==> src/hw/rtl/pdc_pkg.sv <==
// shared types and constants of the playfair digram cipher
package pdc_pkg;

	// symbol fields are one byte on every port
	localparam int SYM_W = 8;
	// width of the row and column count registers
	localparam int SIDE_REG_W = 4;

	// input command codes
	localparam logic CMD_LOAD = 1'b0;
	localparam logic CMD_MSG  = 1'b1;

	// configuration register indexes
	localparam logic [1:0] CFG_DECRYPT = 2'd0;
	localparam logic [1:0] CFG_ROWS    = 2'd1;
	localparam logic [1:0] CFG_COLS    = 2'd2;
	localparam logic [1:0] CFG_PAD     = 2'd3;

	// register reset values
	localparam logic [SIDE_REG_W-1:0] SIDE_RESET = 4'd5;
	localparam logic [SYM_W-1:0]      PAD_RESET  = 8'd95;

	// result status codes
	typedef enum logic [1:0] {
		ST_OK   = 2'd0,
		ST_MISS = 2'd1,
		ST_ODD  = 2'd2
	} status_t;

	// one job handed to the result stage: one or two results
	typedef struct packed {
		logic             from_mem;
		logic             two;
		logic             last;
		status_t          status;
		logic [SYM_W-1:0] sym_a;
		logic [SYM_W-1:0] sym_b;
	} emit_req_t;

endpackage

==> src/hw/rtl/pdc_symmap.sv <==
// symbol to cell map: valid bits in flops, row and column in a synchronous memory
module pdc_symmap #(
	parameter int MAX_SIDE    = 8,
	parameter int SYMBOL_BITS = 8
) (
	input  logic                         clk,
	input  logic                         arst_n,
	input  logic                         we,
	input  logic [SYMBOL_BITS-1:0]       wr_addr,
	input  logic [$clog2(MAX_SIDE)-1:0]  wr_row,
	input  logic [$clog2(MAX_SIDE)-1:0]  wr_col,
	input  logic                         re,
	input  logic [SYMBOL_BITS-1:0]       rd_addr_a,
	input  logic [SYMBOL_BITS-1:0]       rd_addr_b,
	output logic                         rd_hit_a,
	output logic [$clog2(MAX_SIDE)-1:0]  rd_row_a,
	output logic [$clog2(MAX_SIDE)-1:0]  rd_col_a,
	output logic                         rd_hit_b,
	output logic [$clog2(MAX_SIDE)-1:0]  rd_row_b,
	output logic [$clog2(MAX_SIDE)-1:0]  rd_col_b
);
	localparam int CW    = $clog2(MAX_SIDE);
	localparam int DEPTH = 2 ** SYMBOL_BITS;

	logic [DEPTH-1:0] valid_q;
	logic [2*CW-1:0]  mem [DEPTH];
	logic [2*CW-1:0]  rd_a_q;
	logic [2*CW-1:0]  rd_b_q;
	logic             hit_a_q;
	logic             hit_b_q;

	always_ff @(posedge clk or negedge arst_n) begin
		if (!arst_n) begin
			valid_q <= '0;
		end else if (we) begin
			valid_q[wr_addr] <= 1'b1;
		end
	end

	always_ff @(posedge clk) begin
		if (we) begin
			mem[wr_addr] <= {wr_row, wr_col};
		end
		if (re) begin
			rd_a_q  <= mem[rd_addr_a];
			rd_b_q  <= mem[rd_addr_b];
			hit_a_q <= valid_q[rd_addr_a];
			hit_b_q <= valid_q[rd_addr_b];
		end
	end

	assign rd_hit_a = hit_a_q;
	assign rd_row_a = rd_a_q[2*CW-1:CW];
	assign rd_col_a = rd_a_q[CW-1:0];
	assign rd_hit_b = hit_b_q;
	assign rd_row_b = rd_b_q[2*CW-1:CW];
	assign rd_col_b = rd_b_q[CW-1:0];

endmodule

==> src/hw/rtl/pdc_cellmem.sv <==
// cell to symbol memory, one write port and a paired read port
module pdc_cellmem #(
	parameter int MAX_SIDE = 8
) (
	input  logic                        clk,
	input  logic                        we,
	input  logic [$clog2(MAX_SIDE)-1:0] wr_row,
	input  logic [$clog2(MAX_SIDE)-1:0] wr_col,
	input  logic [pdc_pkg::SYM_W-1:0]   wr_data,
	input  logic                        re,
	input  logic [$clog2(MAX_SIDE)-1:0] rd_row_a,
	input  logic [$clog2(MAX_SIDE)-1:0] rd_col_a,
	input  logic [$clog2(MAX_SIDE)-1:0] rd_row_b,
	input  logic [$clog2(MAX_SIDE)-1:0] rd_col_b,
	output logic [pdc_pkg::SYM_W-1:0]   rd_data_a,
	output logic [pdc_pkg::SYM_W-1:0]   rd_data_b
);
	import pdc_pkg::*;

	localparam int CW = $clog2(MAX_SIDE);
	localparam int NC = MAX_SIDE * MAX_SIDE;
	localparam int AW = $clog2(NC);

	function automatic logic [AW-1:0] addr_of(input logic [CW-1:0] r, input logic [CW-1:0] c);
		return AW'(r) * AW'(MAX_SIDE) + AW'(c);
	endfunction

	logic [SYM_W-1:0] mem [NC];
	logic [SYM_W-1:0] rd_a_q;
	logic [SYM_W-1:0] rd_b_q;

	always_ff @(posedge clk) begin
		if (we) begin
			mem[addr_of(wr_row, wr_col)] <= wr_data;
		end
		if (re) begin
			rd_a_q <= mem[addr_of(rd_row_a, rd_col_a)];
			rd_b_q <= mem[addr_of(rd_row_b, rd_col_b)];
		end
	end

	assign rd_data_a = rd_a_q;
	assign rd_data_b = rd_b_q;

endmodule

==> src/hw/rtl/pdc_pair.sv <==
// digram substitution rules on cell coordinates
module pdc_pair #(
	parameter int MAX_SIDE = 8
) (
	input  logic                        decrypt,
	input  logic [$clog2(MAX_SIDE):0]   rows,
	input  logic [$clog2(MAX_SIDE):0]   cols,
	input  logic [$clog2(MAX_SIDE)-1:0] row_a,
	input  logic [$clog2(MAX_SIDE)-1:0] col_a,
	input  logic [$clog2(MAX_SIDE)-1:0] row_b,
	input  logic [$clog2(MAX_SIDE)-1:0] col_b,
	output logic [$clog2(MAX_SIDE)-1:0] new_row_a,
	output logic [$clog2(MAX_SIDE)-1:0] new_col_a,
	output logic [$clog2(MAX_SIDE)-1:0] new_row_b,
	output logic [$clog2(MAX_SIDE)-1:0] new_col_b
);
	localparam int CW = $clog2(MAX_SIDE);

	// one step with wrap inside the part of the square in use
	function automatic logic [CW-1:0] wrap_step(
		input logic [CW-1:0] v,
		input logic [CW:0]   lim,
		input logic          back
	);
		logic [CW:0] inc;
		inc = {1'b0, v} + 1'b1;
		if (back) begin
			return (v == '0) ? CW'(lim - 1'b1) : v - 1'b1;
		end
		return (inc >= lim) ? '0 : CW'(inc);
	endfunction

	always_comb begin
		new_row_a = row_a;
		new_col_a = col_a;
		new_row_b = row_b;
		new_col_b = col_b;
		if (row_a == row_b) begin
			new_col_a = wrap_step(col_a, cols, decrypt);
			new_col_b = wrap_step(col_b, cols, decrypt);
		end else if (col_a == col_b) begin
			new_row_a = wrap_step(row_a, rows, decrypt);
			new_row_b = wrap_step(row_b, rows, decrypt);
		end else begin
			new_col_a = col_b;
			new_col_b = col_a;
		end
	end

endmodule

==> src/hw/rtl/pdc_emit.sv <==
// result stage: splits a job into results and drives the output register
module pdc_emit (
	input  logic                      clk,
	input  logic                      arst_n,
	input  logic                      req_valid,
	output logic                      req_ready,
	input  pdc_pkg::emit_req_t        req,
	input  logic [pdc_pkg::SYM_W-1:0] mem_sym_a,
	input  logic [pdc_pkg::SYM_W-1:0] mem_sym_b,
	output logic                      m_tvalid,
	input  logic                      m_tready,
	output logic [pdc_pkg::SYM_W-1:0] m_tdata,  // [7:0] out_symbol
	output logic [1:0]                m_tuser,  // [1:0] status
	output logic                      m_tlast
);
	import pdc_pkg::*;

	emit_req_t        job_s3;
	logic             vld_s3;
	logic             idx_s3;
	logic             out_vld_q;
	logic [SYM_W-1:0] out_sym_q;
	status_t          out_st_q;
	logic             out_last_q;
	logic             out_free;
	logic             fire;
	logic             done;
	logic [SYM_W-1:0] nxt_sym;

	assign out_free  = !out_vld_q || m_tready;
	assign fire      = vld_s3 && out_free;
	assign done      = fire && (!job_s3.two || idx_s3);
	assign req_ready = !vld_s3 || done;

	always_comb begin
		if (job_s3.from_mem) begin
			nxt_sym = idx_s3 ? mem_sym_b : mem_sym_a;
		end else begin
			nxt_sym = idx_s3 ? job_s3.sym_b : job_s3.sym_a;
		end
	end

	always_ff @(posedge clk or negedge arst_n) begin
		if (!arst_n) begin
			vld_s3    <= 1'b0;
			idx_s3    <= 1'b0;
			out_vld_q <= 1'b0;
		end else begin
			if (req_valid && req_ready) begin
				vld_s3 <= 1'b1;
				idx_s3 <= 1'b0;
			end else if (done) begin
				vld_s3 <= 1'b0;
			end else if (fire) begin
				idx_s3 <= 1'b1;
			end
			if (fire) begin
				out_vld_q <= 1'b1;
			end else if (m_tready) begin
				out_vld_q <= 1'b0;
			end
		end
	end

	always_ff @(posedge clk) begin
		if (req_valid && req_ready) begin
			job_s3 <= req;
		end
		if (fire) begin
			out_sym_q  <= nxt_sym;
			out_st_q   <= job_s3.status;
			out_last_q <= job_s3.last && (!job_s3.two || idx_s3);
		end
	end

	assign m_tvalid = out_vld_q;
	assign m_tdata  = out_sym_q;
	assign m_tuser  = out_st_q;
	assign m_tlast  = out_last_q;

endmodule

==> src/hw/rtl/playfair_digram_cipher.sv <==
// generalised playfair digram cipher: top level with pairing control
//
// Playfair substitution over a square of up to MAX_SIDE by MAX_SIDE cells.
// Software loads each cell (command 0 on s_tuser) with its row, column and
// symbol; message symbols (command 1) are then paired and substituted, one
// result per symbol of each pair on the master side, with tlast on the final
// result caused by an input transfer. When encrypting, the pad symbol goes
// between an equal pair and after an odd final symbol; a symbol not in the
// square gives one status-1 result and is dropped; an odd ciphertext end
// gives status 2. Timing: message symbols are taken one per cycle while the
// pipeline has room. A message symbol is looked up in the symbol map (two
// read ports: the symbol and the pad), turned into at most two jobs, and
// each pair job reads the cell memory (two read ports) before its results go
// out through the output register. The single result port sets the sustained
// rate at one result per cycle while the output is not stalled: a symbol gives
// between zero and four results, about one result per symbol for plain text
// and two per symbol when every pair needs a pad. A cell load is taken only
// once no message symbol sits before its cell read, so a load after a message
// waits. The symbol map is cleared at reset by flip-flop valid bits, so there
// is no clearing pass. After its second symbol is taken into the symbol map read,
// the first result of a pair passes the job stage, the cell memory read and the output register.
module playfair_digram_cipher #(
	parameter int MAX_SIDE    = 8,
	parameter int SYMBOL_BITS = 8
) (
	input  logic                      clk,
	input  logic                      arst_n,
	// input stream
	input  logic                      s_tvalid,
	output logic                      s_tready,
	input  logic [15:0]               s_tdata,  // [2:0] cell_row, [5:3] cell_col, [13:6] symbol
	input  logic                      s_tuser,  // [0] command
	input  logic                      s_tlast,  // end_of_message
	// result stream
	output logic                      m_tvalid,
	input  logic                      m_tready,
	output logic [pdc_pkg::SYM_W-1:0] m_tdata,  // [7:0] out_symbol
	output logic [1:0]                m_tuser,  // [1:0] status
	output logic                      m_tlast,  // last_of_run
	// configuration writes
	input  logic                      cfg_we,
	input  logic [1:0]                cfg_idx,
	input  logic [pdc_pkg::SYM_W-1:0] cfg_wdata
);
	import pdc_pkg::*;

	localparam int CW = $clog2(MAX_SIDE);
	localparam int SW = CW + 1;

	typedef enum logic [1:0] {
		JOB_PAIR = 2'd0,
		JOB_MISS = 2'd1,
		JOB_ODD  = 2'd2
	} job_kind_t;

	// one pending job: a pair to substitute or a single flagged symbol
	typedef struct packed {
		job_kind_t        kind;
		logic             last;
		logic [SYM_W-1:0] sym_a;
		logic [SYM_W-1:0] sym_b;
		logic             ok_a;
		logic             ok_b;
		logic [CW-1:0]    row_a;
		logic [CW-1:0]    col_a;
		logic [CW-1:0]    row_b;
		logic [CW-1:0]    col_b;
	} job_t;

	// clamp a side count to one .. MAX_SIDE
	function automatic logic [SW-1:0] side_clamp(input logic [SIDE_REG_W-1:0] v);
		logic [4:0] w;
		w = 5'(v);
		if (v == '0) begin
			w = 5'd1;
		end else if (w > 5'(MAX_SIDE)) begin
			w = 5'(MAX_SIDE);
		end
		return SW'(w);
	endfunction

	// configuration registers
	logic                  decrypt_q;
	logic [SIDE_REG_W-1:0] rows_q;
	logic [SIDE_REG_W-1:0] cols_q;
	logic [SYM_W-1:0]      pad_q;
	logic [SW-1:0]         rows_eff;
	logic [SW-1:0]         cols_eff;

	// input fields
	logic [2:0]       in_row;
	logic [2:0]       in_col;
	logic [SYM_W-1:0] in_sym;
	logic             ld_acc;
	logic             msg_acc;
	logic             ld_ok;
	logic [CW-1:0]    ld_row;
	logic [CW-1:0]    ld_col;

	// lookup stage
	logic             vld_s1;
	logic [SYM_W-1:0] sym_s1;
	logic             eom_s1;
	logic             hit_a;
	logic             hit_b;
	logic [CW-1:0]    sa_row;
	logic [CW-1:0]    sa_col;
	logic [CW-1:0]    pa_row;
	logic [CW-1:0]    pa_col;
	logic             ok_s;
	logic             ok_p;
	logic             ok_h;
	logic             s1_adv;

	// held half of a pair
	logic             held_vld_q;
	logic [SYM_W-1:0] held_sym_q;
	logic [CW-1:0]    held_row_q;
	logic [CW-1:0]    held_col_q;
	logic             h_v;
	logic [SYM_W-1:0] h_sym;
	logic [CW-1:0]    h_row;
	logic [CW-1:0]    h_col;

	// job stage
	job_t             job_m;
	job_t             job_e;
	logic             jm_v;
	logic             je_v;
	logic [1:0]       vld_s2;
	job_t             job0_s2;
	job_t             job1_s2;
	job_t             cur;
	logic             pop;
	logic             s2_drain;
	logic             pair_ok;
	emit_req_t        req;
	logic             req_ready;
	logic [CW-1:0]    nr_a;
	logic [CW-1:0]    nc_a;
	logic [CW-1:0]    nr_b;
	logic [CW-1:0]    nc_b;
	logic [SYM_W-1:0] cm_a;
	logic [SYM_W-1:0] cm_b;

	//------------------------------------------------------------------
	// configuration
	//------------------------------------------------------------------
	always_ff @(posedge clk or negedge arst_n) begin
		if (!arst_n) begin
			decrypt_q <= 1'b0;
			rows_q    <= SIDE_RESET;
			cols_q    <= SIDE_RESET;
			pad_q     <= PAD_RESET;
		end else if (cfg_we) begin
			case (cfg_idx)
				CFG_DECRYPT: decrypt_q <= cfg_wdata[0];
				CFG_ROWS:    rows_q    <= cfg_wdata[SIDE_REG_W-1:0];
				CFG_COLS:    cols_q    <= cfg_wdata[SIDE_REG_W-1:0];
				CFG_PAD:     pad_q     <= cfg_wdata;
				default: begin
				end
			endcase
		end
	end

	assign rows_eff = side_clamp(rows_q);
	assign cols_eff = side_clamp(cols_q);

	//------------------------------------------------------------------
	// input side: loads write both maps at once, message symbols start
	// the symbol map lookup
	//------------------------------------------------------------------
	assign in_row = s_tdata[2:0];
	assign in_col = s_tdata[5:3];
	assign in_sym = s_tdata[13:6];

	// loads wait until no message symbol sits before its cell read
	assign s_tready = (!vld_s1 || s1_adv) &&
	                  ((s_tuser == CMD_MSG) || (!vld_s1 && (vld_s2 == '0)));
	assign ld_acc   = s_tvalid && s_tready && (s_tuser == CMD_LOAD);
	assign msg_acc  = s_tvalid && s_tready && (s_tuser == CMD_MSG);

	assign ld_ok  = (5'(in_row) < 5'(MAX_SIDE)) && (5'(in_col) < 5'(MAX_SIDE)) &&
	                ((in_sym >> SYMBOL_BITS) == '0);
	assign ld_row = CW'(in_row);
	assign ld_col = CW'(in_col);

	pdc_symmap #(
		.MAX_SIDE   (MAX_SIDE),
		.SYMBOL_BITS(SYMBOL_BITS)
	) u_symmap (
		.clk      (clk),
		.arst_n   (arst_n),
		.we       (ld_acc && ld_ok),
		.wr_addr  (in_sym[SYMBOL_BITS-1:0]),
		.wr_row   (ld_row),
		.wr_col   (ld_col),
		.re       (msg_acc),
		.rd_addr_a(in_sym[SYMBOL_BITS-1:0]),
		.rd_addr_b(pad_q[SYMBOL_BITS-1:0]),
		.rd_hit_a (hit_a),
		.rd_row_a (sa_row),
		.rd_col_a (sa_col),
		.rd_hit_b (hit_b),
		.rd_row_b (pa_row),
		.rd_col_b (pa_col)
	);

	always_ff @(posedge clk or negedge arst_n) begin
		if (!arst_n) begin
			vld_s1 <= 1'b0;
		end else if (msg_acc) begin
			vld_s1 <= 1'b1;
		end else if (s1_adv) begin
			vld_s1 <= 1'b0;
		end
	end

	always_ff @(posedge clk) begin
		if (msg_acc) begin
			sym_s1 <= in_sym;
			eom_s1 <= s_tlast;
		end
	end

	//------------------------------------------------------------------
	// pairing: decide jobs from the looked-up symbol and the held symbol
	//------------------------------------------------------------------
	assign ok_s = hit_a && ((sym_s1 >> SYMBOL_BITS) == '0) &&
	              ({1'b0, sa_row} < rows_eff) && ({1'b0, sa_col} < cols_eff);
	assign ok_p = hit_b && ((pad_q >> SYMBOL_BITS) == '0) &&
	              ({1'b0, pa_row} < rows_eff) && ({1'b0, pa_col} < cols_eff);
	// the held symbol is always mapped, only the bounds can have moved
	assign ok_h = ({1'b0, held_row_q} < rows_eff) && ({1'b0, held_col_q} < cols_eff);

	always_comb begin
		job_m = '0;
		job_e = '0;
		jm_v  = 1'b0;
		je_v  = 1'b0;
		h_v   = held_vld_q;
		h_sym = held_sym_q;
		h_row = held_row_q;
		h_col = held_col_q;

		if (!ok_s) begin
			// not in square: flagged and dropped, held symbol stays
			jm_v        = 1'b1;
			job_m.kind  = JOB_MISS;
			job_m.sym_a = sym_s1;
		end else if (!held_vld_q) begin
			h_v   = 1'b1;
			h_sym = sym_s1;
			h_row = sa_row;
			h_col = sa_col;
		end else if (!decrypt_q && (held_sym_q == sym_s1)) begin
			// equal pair when encrypting: pad goes in, new symbol is held
			jm_v        = 1'b1;
			job_m.kind  = JOB_PAIR;
			job_m.sym_a = held_sym_q;
			job_m.ok_a  = ok_h;
			job_m.row_a = held_row_q;
			job_m.col_a = held_col_q;
			job_m.sym_b = pad_q;
			job_m.ok_b  = ok_p;
			job_m.row_b = pa_row;
			job_m.col_b = pa_col;
			h_row       = sa_row;
			h_col       = sa_col;
		end else begin
			jm_v        = 1'b1;
			job_m.kind  = JOB_PAIR;
			job_m.sym_a = held_sym_q;
			job_m.ok_a  = ok_h;
			job_m.row_a = held_row_q;
			job_m.col_a = held_col_q;
			job_m.sym_b = sym_s1;
			job_m.ok_b  = ok_s;
			job_m.row_b = sa_row;
			job_m.col_b = sa_col;
			h_v         = 1'b0;
		end

		// odd end of message
		if (eom_s1 && h_v) begin
			je_v        = 1'b1;
			job_e.sym_a = h_sym;
			if (decrypt_q) begin
				job_e.kind = JOB_ODD;
			end else begin
				job_e.kind  = JOB_PAIR;
				job_e.ok_a  = (h_row == held_row_q && h_col == held_col_q && held_vld_q) ?
				              ok_h : ok_s;
				job_e.row_a = h_row;
				job_e.col_a = h_col;
				job_e.sym_b = pad_q;
				job_e.ok_b  = ok_p;
				job_e.row_b = pa_row;
				job_e.col_b = pa_col;
			end
			h_v = 1'b0;
		end

		job_m.last = !je_v;
		job_e.last = 1'b1;
	end

	always_ff @(posedge clk or negedge arst_n) begin
		if (!arst_n) begin
			held_vld_q <= 1'b0;
			held_sym_q <= '0;
		end else if (s1_adv) begin
			held_vld_q <= h_v;
			held_sym_q <= h_sym;
		end
	end

	// a load that remaps the held symbol moves its coordinates too
	always_ff @(posedge clk) begin
		if (s1_adv) begin
			held_row_q <= h_row;
			held_col_q <= h_col;
		end else if (ld_acc && ld_ok && held_vld_q && (held_sym_q == in_sym)) begin
			held_row_q <= ld_row;
			held_col_q <= ld_col;
		end
	end

	//------------------------------------------------------------------
	// job stage: up to two jobs per symbol, one issued per transfer
	//------------------------------------------------------------------
	assign s2_drain = (vld_s2 == '0) || (pop && (vld_s2 != 2'b11));
	assign s1_adv   = vld_s1 && s2_drain;

	always_ff @(posedge clk or negedge arst_n) begin
		if (!arst_n) begin
			vld_s2 <= '0;
		end else if (s1_adv) begin
			vld_s2 <= {je_v, jm_v};
		end else if (pop) begin
			if (vld_s2[0]) begin
				vld_s2[0] <= 1'b0;
			end else begin
				vld_s2[1] <= 1'b0;
			end
		end
	end

	always_ff @(posedge clk) begin
		if (s1_adv) begin
			job0_s2 <= job_m;
			job1_s2 <= job_e;
		end
	end

	assign cur     = vld_s2[0] ? job0_s2 : job1_s2;
	assign pair_ok = (cur.kind == JOB_PAIR) && cur.ok_a && cur.ok_b;
	assign pop     = (vld_s2 != '0) && req_ready;

	always_comb begin
		req          = '0;
		req.from_mem = pair_ok;
		req.two      = (cur.kind == JOB_PAIR);
		req.last     = cur.last;
		req.sym_a    = cur.sym_a;
		req.sym_b    = cur.sym_b;
		if (pair_ok) begin
			req.status = ST_OK;
		end else if (cur.kind == JOB_ODD) begin
			req.status = ST_ODD;
		end else begin
			req.status = ST_MISS;
		end
	end

	pdc_pair #(
		.MAX_SIDE(MAX_SIDE)
	) u_pair (
		.decrypt  (decrypt_q),
		.rows     (rows_eff),
		.cols     (cols_eff),
		.row_a    (cur.row_a),
		.col_a    (cur.col_a),
		.row_b    (cur.row_b),
		.col_b    (cur.col_b),
		.new_row_a(nr_a),
		.new_col_a(nc_a),
		.new_row_b(nr_b),
		.new_col_b(nc_b)
	);

	pdc_cellmem #(
		.MAX_SIDE(MAX_SIDE)
	) u_cellmem (
		.clk      (clk),
		.we       (ld_acc && ld_ok),
		.wr_row   (ld_row),
		.wr_col   (ld_col),
		.wr_data  (in_sym),
		.re       (pop && pair_ok),
		.rd_row_a (nr_a),
		.rd_col_a (nc_a),
		.rd_row_b (nr_b),
		.rd_col_b (nc_b),
		.rd_data_a(cm_a),
		.rd_data_b(cm_b)
	);

	//------------------------------------------------------------------
	// result stage and output register
	//------------------------------------------------------------------
	pdc_emit u_emit (
		.clk      (clk),
		.arst_n   (arst_n),
		.req_valid(vld_s2 != '0),
		.req_ready(req_ready),
		.req      (req),
		.mem_sym_a(cm_a),
		.mem_sym_b(cm_b),
		.m_tvalid (m_tvalid),
		.m_tready (m_tready),
		.m_tdata  (m_tdata),
		.m_tuser  (m_tuser),
		.m_tlast  (m_tlast)
	);

`ifndef SYNTHESIS
	// a load never overtakes a message symbol still short of its cell read
	a_load_interlock: assert property (@(posedge clk) disable iff (!arst_n)
		ld_acc |-> (!vld_s1 && (vld_s2 == '0)))
		else $error("cell load transfer while a message symbol is in flight");

	// end of message always resolves the held symbol
	a_eom_clears_held: assert property (@(posedge clk) disable iff (!arst_n)
		(s1_adv && eom_s1) |=> !held_vld_q)
		else $error("held symbol survives end of message");

	// the held flag only moves when a symbol leaves the lookup stage
	a_held_stable: assert property (@(posedge clk) disable iff (!arst_n)
		!s1_adv |=> $stable(held_vld_q))
		else $error("held flag changed without a pairing step");
`endif

endmodule

==> config.mk <==
export PLATFORM = sky130hd
export DESIGN_NAME = playfair_digram_cipher
export DESIGN_NICKNAME = d
export VERILOG_FILES = /design/src/hw/rtl/pdc_pkg.sv /design/src/hw/rtl/pdc_symmap.sv /design/src/hw/rtl/pdc_cellmem.sv /design/src/hw/rtl/pdc_pair.sv /design/src/hw/rtl/pdc_emit.sv /design/src/hw/rtl/playfair_digram_cipher.sv
export SDC_FILE = /design/constraint.sdc
export NUM_CORES = 2
export LEC_CHECK = 0
export BUFFER_PORTS_ARGS = -buffer_cell sky130_fd_sc_hd__buf_2
export CORE_ASPECT_RATIO = 0.9
export CORE_MARGIN = 8
export CORE_UTILIZATION = 50
export DETAILED_ROUTE_END_ITERATION = 10
export HOLD_SLACK_MARGIN = 0.03
export PLACE_DENSITY = 0.65
export SLEW_MARGIN = 20
export SYNTH_ARGS = -nofsm -noshare
export SYNTH_HDL_FRONTEND = slang
export SYNTH_SLANG_ARGS = --single-unit
export TNS_END_PERCENT = 50
==> constraint.sdc <==
create_clock -name clk -period 7.1 [get_ports clk]
set_input_delay 1.065 -clock clk [delete_from_list [all_inputs] [get_ports clk]]
set_output_delay 1.065 -clock clk [all_outputs]
set_load 0.05 [all_outputs]
==> summary.txt <==
Final layout
  • Sequential cell area: 0.0729 mm²
  • Number of cells in the finished layout apart from fillers: 9,722
  • Number of filler cells placed in the layout: 17,500
  • Nets: about 6,500
  • Layout Utilization: between 50% and 60%
  • Layout area overhead: 11.2%
  • Proportion of layout cells with a drive suffix above 1: 34.3%
  • Multi-input logic area: 0.0419 mm²

Placement
  • Final weighted congestion in routability-driven placement: 0.948
  • Final HPWL from detailed placement: 232 mm
  • Buffers on Ports: 43
  • Cell total after placement: 9,223

Worst hold path
  • Path class of the lowest-slack min-delay path: primary input to flop

Route
  • Total vias in the final route: 67,900
  • Number of vias per cell: 6.98
  • Drt total wl: 353 mm
  • Routed length per placed instance: approximately 36 µm
  • Residual antenna-violating net count after detailed routing: 0
  • Number of DRC violations after detailed routing: 0
  • First drt pass iteration count: 8
  • Number of DRC violations after detailed-routing iteration 0: 9,949

Setup path
  • Delay of the slowest critical-path stage: between 0.8 and 0.9 ns
  • Setup Crit Path Kind: flop to flop
  • Max FO, Critical Path: 19
  • Worst path top cell family by delay: compound AO/OA/AOI/OAI gates
  • Crit-path slowest cell: sky130_fd_sc_hd__o31a_2
  • Crit path buffers/inverters: 2
  • Worst EP arrival: 6.74 ns
  • Data required time at the worst endpoint: 7.78 ns
  • Ordered cell list for the critical path: mux2i_1, inv_1, ha_1, xnor2_1, ha_1, a211oi_1, a211oi_1, o31a_2, buf_4, mux4_2, a22oi_1, nand4_1, or4_1
  • Critical path endpoint category: flop
  • Sort of element at the start of the critical path: flop

Flow run
  • Number of violations of the max-capacitance limit: 0

Timing
  • Number of failing hold endpoints at the final stage: 0
  • Number of pins exceeding their max-slew limit in the final report: 0
  • Final worst-path cycle share: 85.4%
  • Achievable frequency: around 160 MHz
  • Transition time at the pin with the least slew margin: 1.31 ns
  • Final setup viols: 0
  • Setup_tns: 0 ns
  • Fin Hold WS: ~0.30 ns
  • RSZ-0062 raised after global routing: false
  • Clock skew: 0.0600 ns
  • Final period demand of the worst path: around 6 ns
  • Remaining max-slew budget at the tightest pin: 12.3%

Floorplanning
  • Chip Width: 525 µm
  • Number of top-level pins: 46
  • Standard-cell rows: 168
  • Std-Cell Core Area: 0.232 mm²
  • Die extent in y: approximately 470 µm
  • Die outline area: 0.249 mm²
  • Initial Utilization: between 50% and 60%

CTS
  • Clk sink count: 2,476
  • Insertion delay of the later-clocked pin in the worst-skew pair: ~0.94 ns
  • Clock Pin Slew Worst Setup and Hold Paths: 0.06 ns
  • Clock tree from TritonCTS: yes
  • H-Tree Level Count: 5
  • CTS buffer count: roughly 280
  • Maximum buffer depth of the clock tree: 4
  • Number of gates resized after cts: 0
  • Buffers inserted by post-CTS timing repair: 0
  • Clock tree root driver cell: sky130_fd_sc_hd__clkbuf_16
  • Cts-stage hold buffer count: 1

Synthesis
  • Portion of the post-synthesis area used by sequential elements: between 60% and 70%
  • Avg Synthesized Cell Area: ~18 µm²
  • Synthesized-area fraction occupied by adder cells: less than 1%
  • Synthesized instance count: between 6,000 and 7,000
  • Basic-gate share of the synthesized area counting and, or, nand and nor cells: 5.67%
  • Synth async-reset ratio: a little under an eighth
  • Count of different cell masters after synthesis: 79
  • Total number of yosys warnings: 0
  • Post-Syn Nets: 6,489
  • Dominant combinational cell family by area after synthesis: multiplexers
  • Top flip-flop cell by instance count after synthesis: sky130_fd_sc_hd__edfxtp_1
  • #FFs+latches synth: 2,476
  • Cell area after synthesis: 0.117 mm²
  • Share of synthesized area spent on multiplexers: 26.8%
  • Synthesized-area fraction occupied by xor and xnor cells: less than 1%
  • Number of enable-type register cells in the synthesized netlist: approximately 2,200
  • Fraction of the mapped netlist area in compound gates: 2.54%

Status
  • Run status: completed

Power and ir drop
  • Leak: 43.3 nW
  • VDD IR-drop max: 319 µV
  • Total power: slightly above 40 mW
  • Power Density: 313 mW/mm²

Global route
  • Number of antenna violations at the first check in global routing: 27
  • Vias in the first global route: 66,800
  • Sum of overflow across all layers after global routing: 0
  • Largest net degree at the start of global routing: 148
  • Global-route wire length before repair: 502 mm
  • Global-route total usage across every layer: 27.9%
## layout make-up
type | instances | share of cell area (%)
Timing Repair Buffer | 213 | 1.57
Antenna cell | 11 | 0.0212
Inverter | 56 | 0.162
Tap cell | 3060 | 2.95
Sequential cell | 2476 | 56.2
Clock inverter | 101 | 0.799
Multi-Input combinational cell | 3419 | 32.3
Clock buffer | 386 | 6.03
## stage by stage
step / cell area (µm²) / setup WS (ns)
4_1_cts: 130000 / 1.15
5_1_grt: 130000 / 0.856
3_5_place_dp: 121000 / 1.19
6_report: 130000 / 1.04
2_1_floorplan: 117000 / 2.60
3_3_place_gp: 121000 / 1.26
## metal layers
metal,vias to the layer above,part of all wire [%],GRT usage [%]
met5,-,0.040,0
met4,18,4.0,9.68
met3,740,11,6.89
met2,4245,46,42.8
met1,36300,39,39.5
li1,26600,-,-
## cells in the final DEF (no fill, tap or decap), drive strengths merged, types with 18 or more instances in the layout
cell,count
edfxtp,2188
mux4,1301
nand2,451
clkbuf,389
nor2,378
dfrtp,278
or2,260
buf,209
mux2i,136
nand3,136
a21oi,97
o21ai,75
a211oi,74
clkinv,68
inv,62
mux2,54
a22oi,45
ha,40
nand4,37
nor3,33
and3,27
xor2,23
a31oi,23
and2,22
bufinv,20
nand2b,18
## worst paths after layout
check	slack [ns]	to	start	depth (start not counted)
worst min register to register	0.43	u_emit.m_tuser[0]	u_emit.job_s3[16]	0
max in group asynchronous	5.15	u_symmap.valid_q[10]	arst_n	3
worst max register to register	1.04	u_cellmem.rd_data_a[1]	vld_s2[0]	13
min in group asynchronous	0.65	u_emit.idx_s3	arst_n	2
worst max-delay path	1.04	u_cellmem.rd_data_a[1]	vld_s2[0]	13
worst min-delay path	0.30	eom_s1	s_tlast	1
## power by group
part           internal [mW]  leakage [nW]  switching (mW)
combinational           3.82          15.4            5.96
clock                   8.43          4.33            5.80
sequential              16.3          23.6           0.407
## cell usage after synthesis, types with 11 or more instances
cell | number | share of area, %
sky130_fd_sc_hd__inv_1 | 53 | 0.17
sky130_fd_sc_hd__and2_1 | 21 | 0.11
sky130_fd_sc_hd__nand2_1 | 451 | 1.4
sky130_fd_sc_hd__and3_1 | 27 | 0.14
sky130_fd_sc_hd__buf_1 | 125 | 0.40
sky130_fd_sc_hd__clkbuf_1 | 261 | 0.84
sky130_fd_sc_hd__dfrtp_1 | 278 | 6.0
sky130_fd_sc_hd__mux2_2 | 52 | 0.50
sky130_fd_sc_hd__buf_2 | 64 | 0.27
sky130_fd_sc_hd__edfxtp_1 | 2188 | 56
sky130_fd_sc_hd__a211oi_1 | 74 | 0.48
sky130_fd_sc_hd__nor2_1 | 377 | 1.2
sky130_fd_sc_hd__nand3_1 | 135 | 0.58
sky130_fd_sc_hd__a31oi_1 | 23 | 0.12
sky130_fd_sc_hd__xor2_1 | 23 | 0.17
sky130_fd_sc_hd__o21ai_0 | 64 | 0.27
sky130_fd_sc_hd__nand4_1 | 37 | 0.20
sky130_fd_sc_hd__o211ai_1 | 14 | 0.090
sky130_fd_sc_hd__nand2b_1 | 18 | 0.096
sky130_fd_sc_hd__a22oi_1 | 45 | 0.29
sky130_fd_sc_hd__a21oi_1 | 96 | 0.41
sky130_fd_sc_hd__a22o_1 | 13 | 0.097
sky130_fd_sc_hd__ha_1 | 40 | 0.43
sky130_fd_sc_hd__o21ai_1 | 11 | 0.047
sky130_fd_sc_hd__nor3_1 | 31 | 0.13
sky130_fd_sc_hd__mux2i_1 | 133 | 1.1
sky130_fd_sc_hd__or2_2 | 260 | 1.4
sky130_fd_sc_hd__nor2b_1 | 15 | 0.080
sky130_fd_sc_hd__xnor2_1 | 16 | 0.12
sky130_fd_sc_hd__buf_6 | 11 | 0.11
sky130_fd_sc_hd__mux4_2 | 1301 | 25
## cell families (layout without fill, tap and decap cells)
family / Yosys count / after routing
AOI/OAI and AO/OA: 438 / 438
xor gates and xnor gates: 39 / 39
and+or+nand+nor: 1410 / 1410
DFF: 2476 / 2476
buffers and inverters: 521 / 756
other: 0 / 11
muxes: 1491 / 1491
adders and majority gates: 41 / 41
## registers in the layout, indices dropped and copies added, names as in the netlist, 21 cells and up
register and cells:
job1_s2 31, job0_s2 32, u_symmap.valid_q 256, u_emit.job_s3 21, u_symmap.mem 1536, u_cellmem.mem 512
No activity file was read; power rests on OpenSTA's default activity.
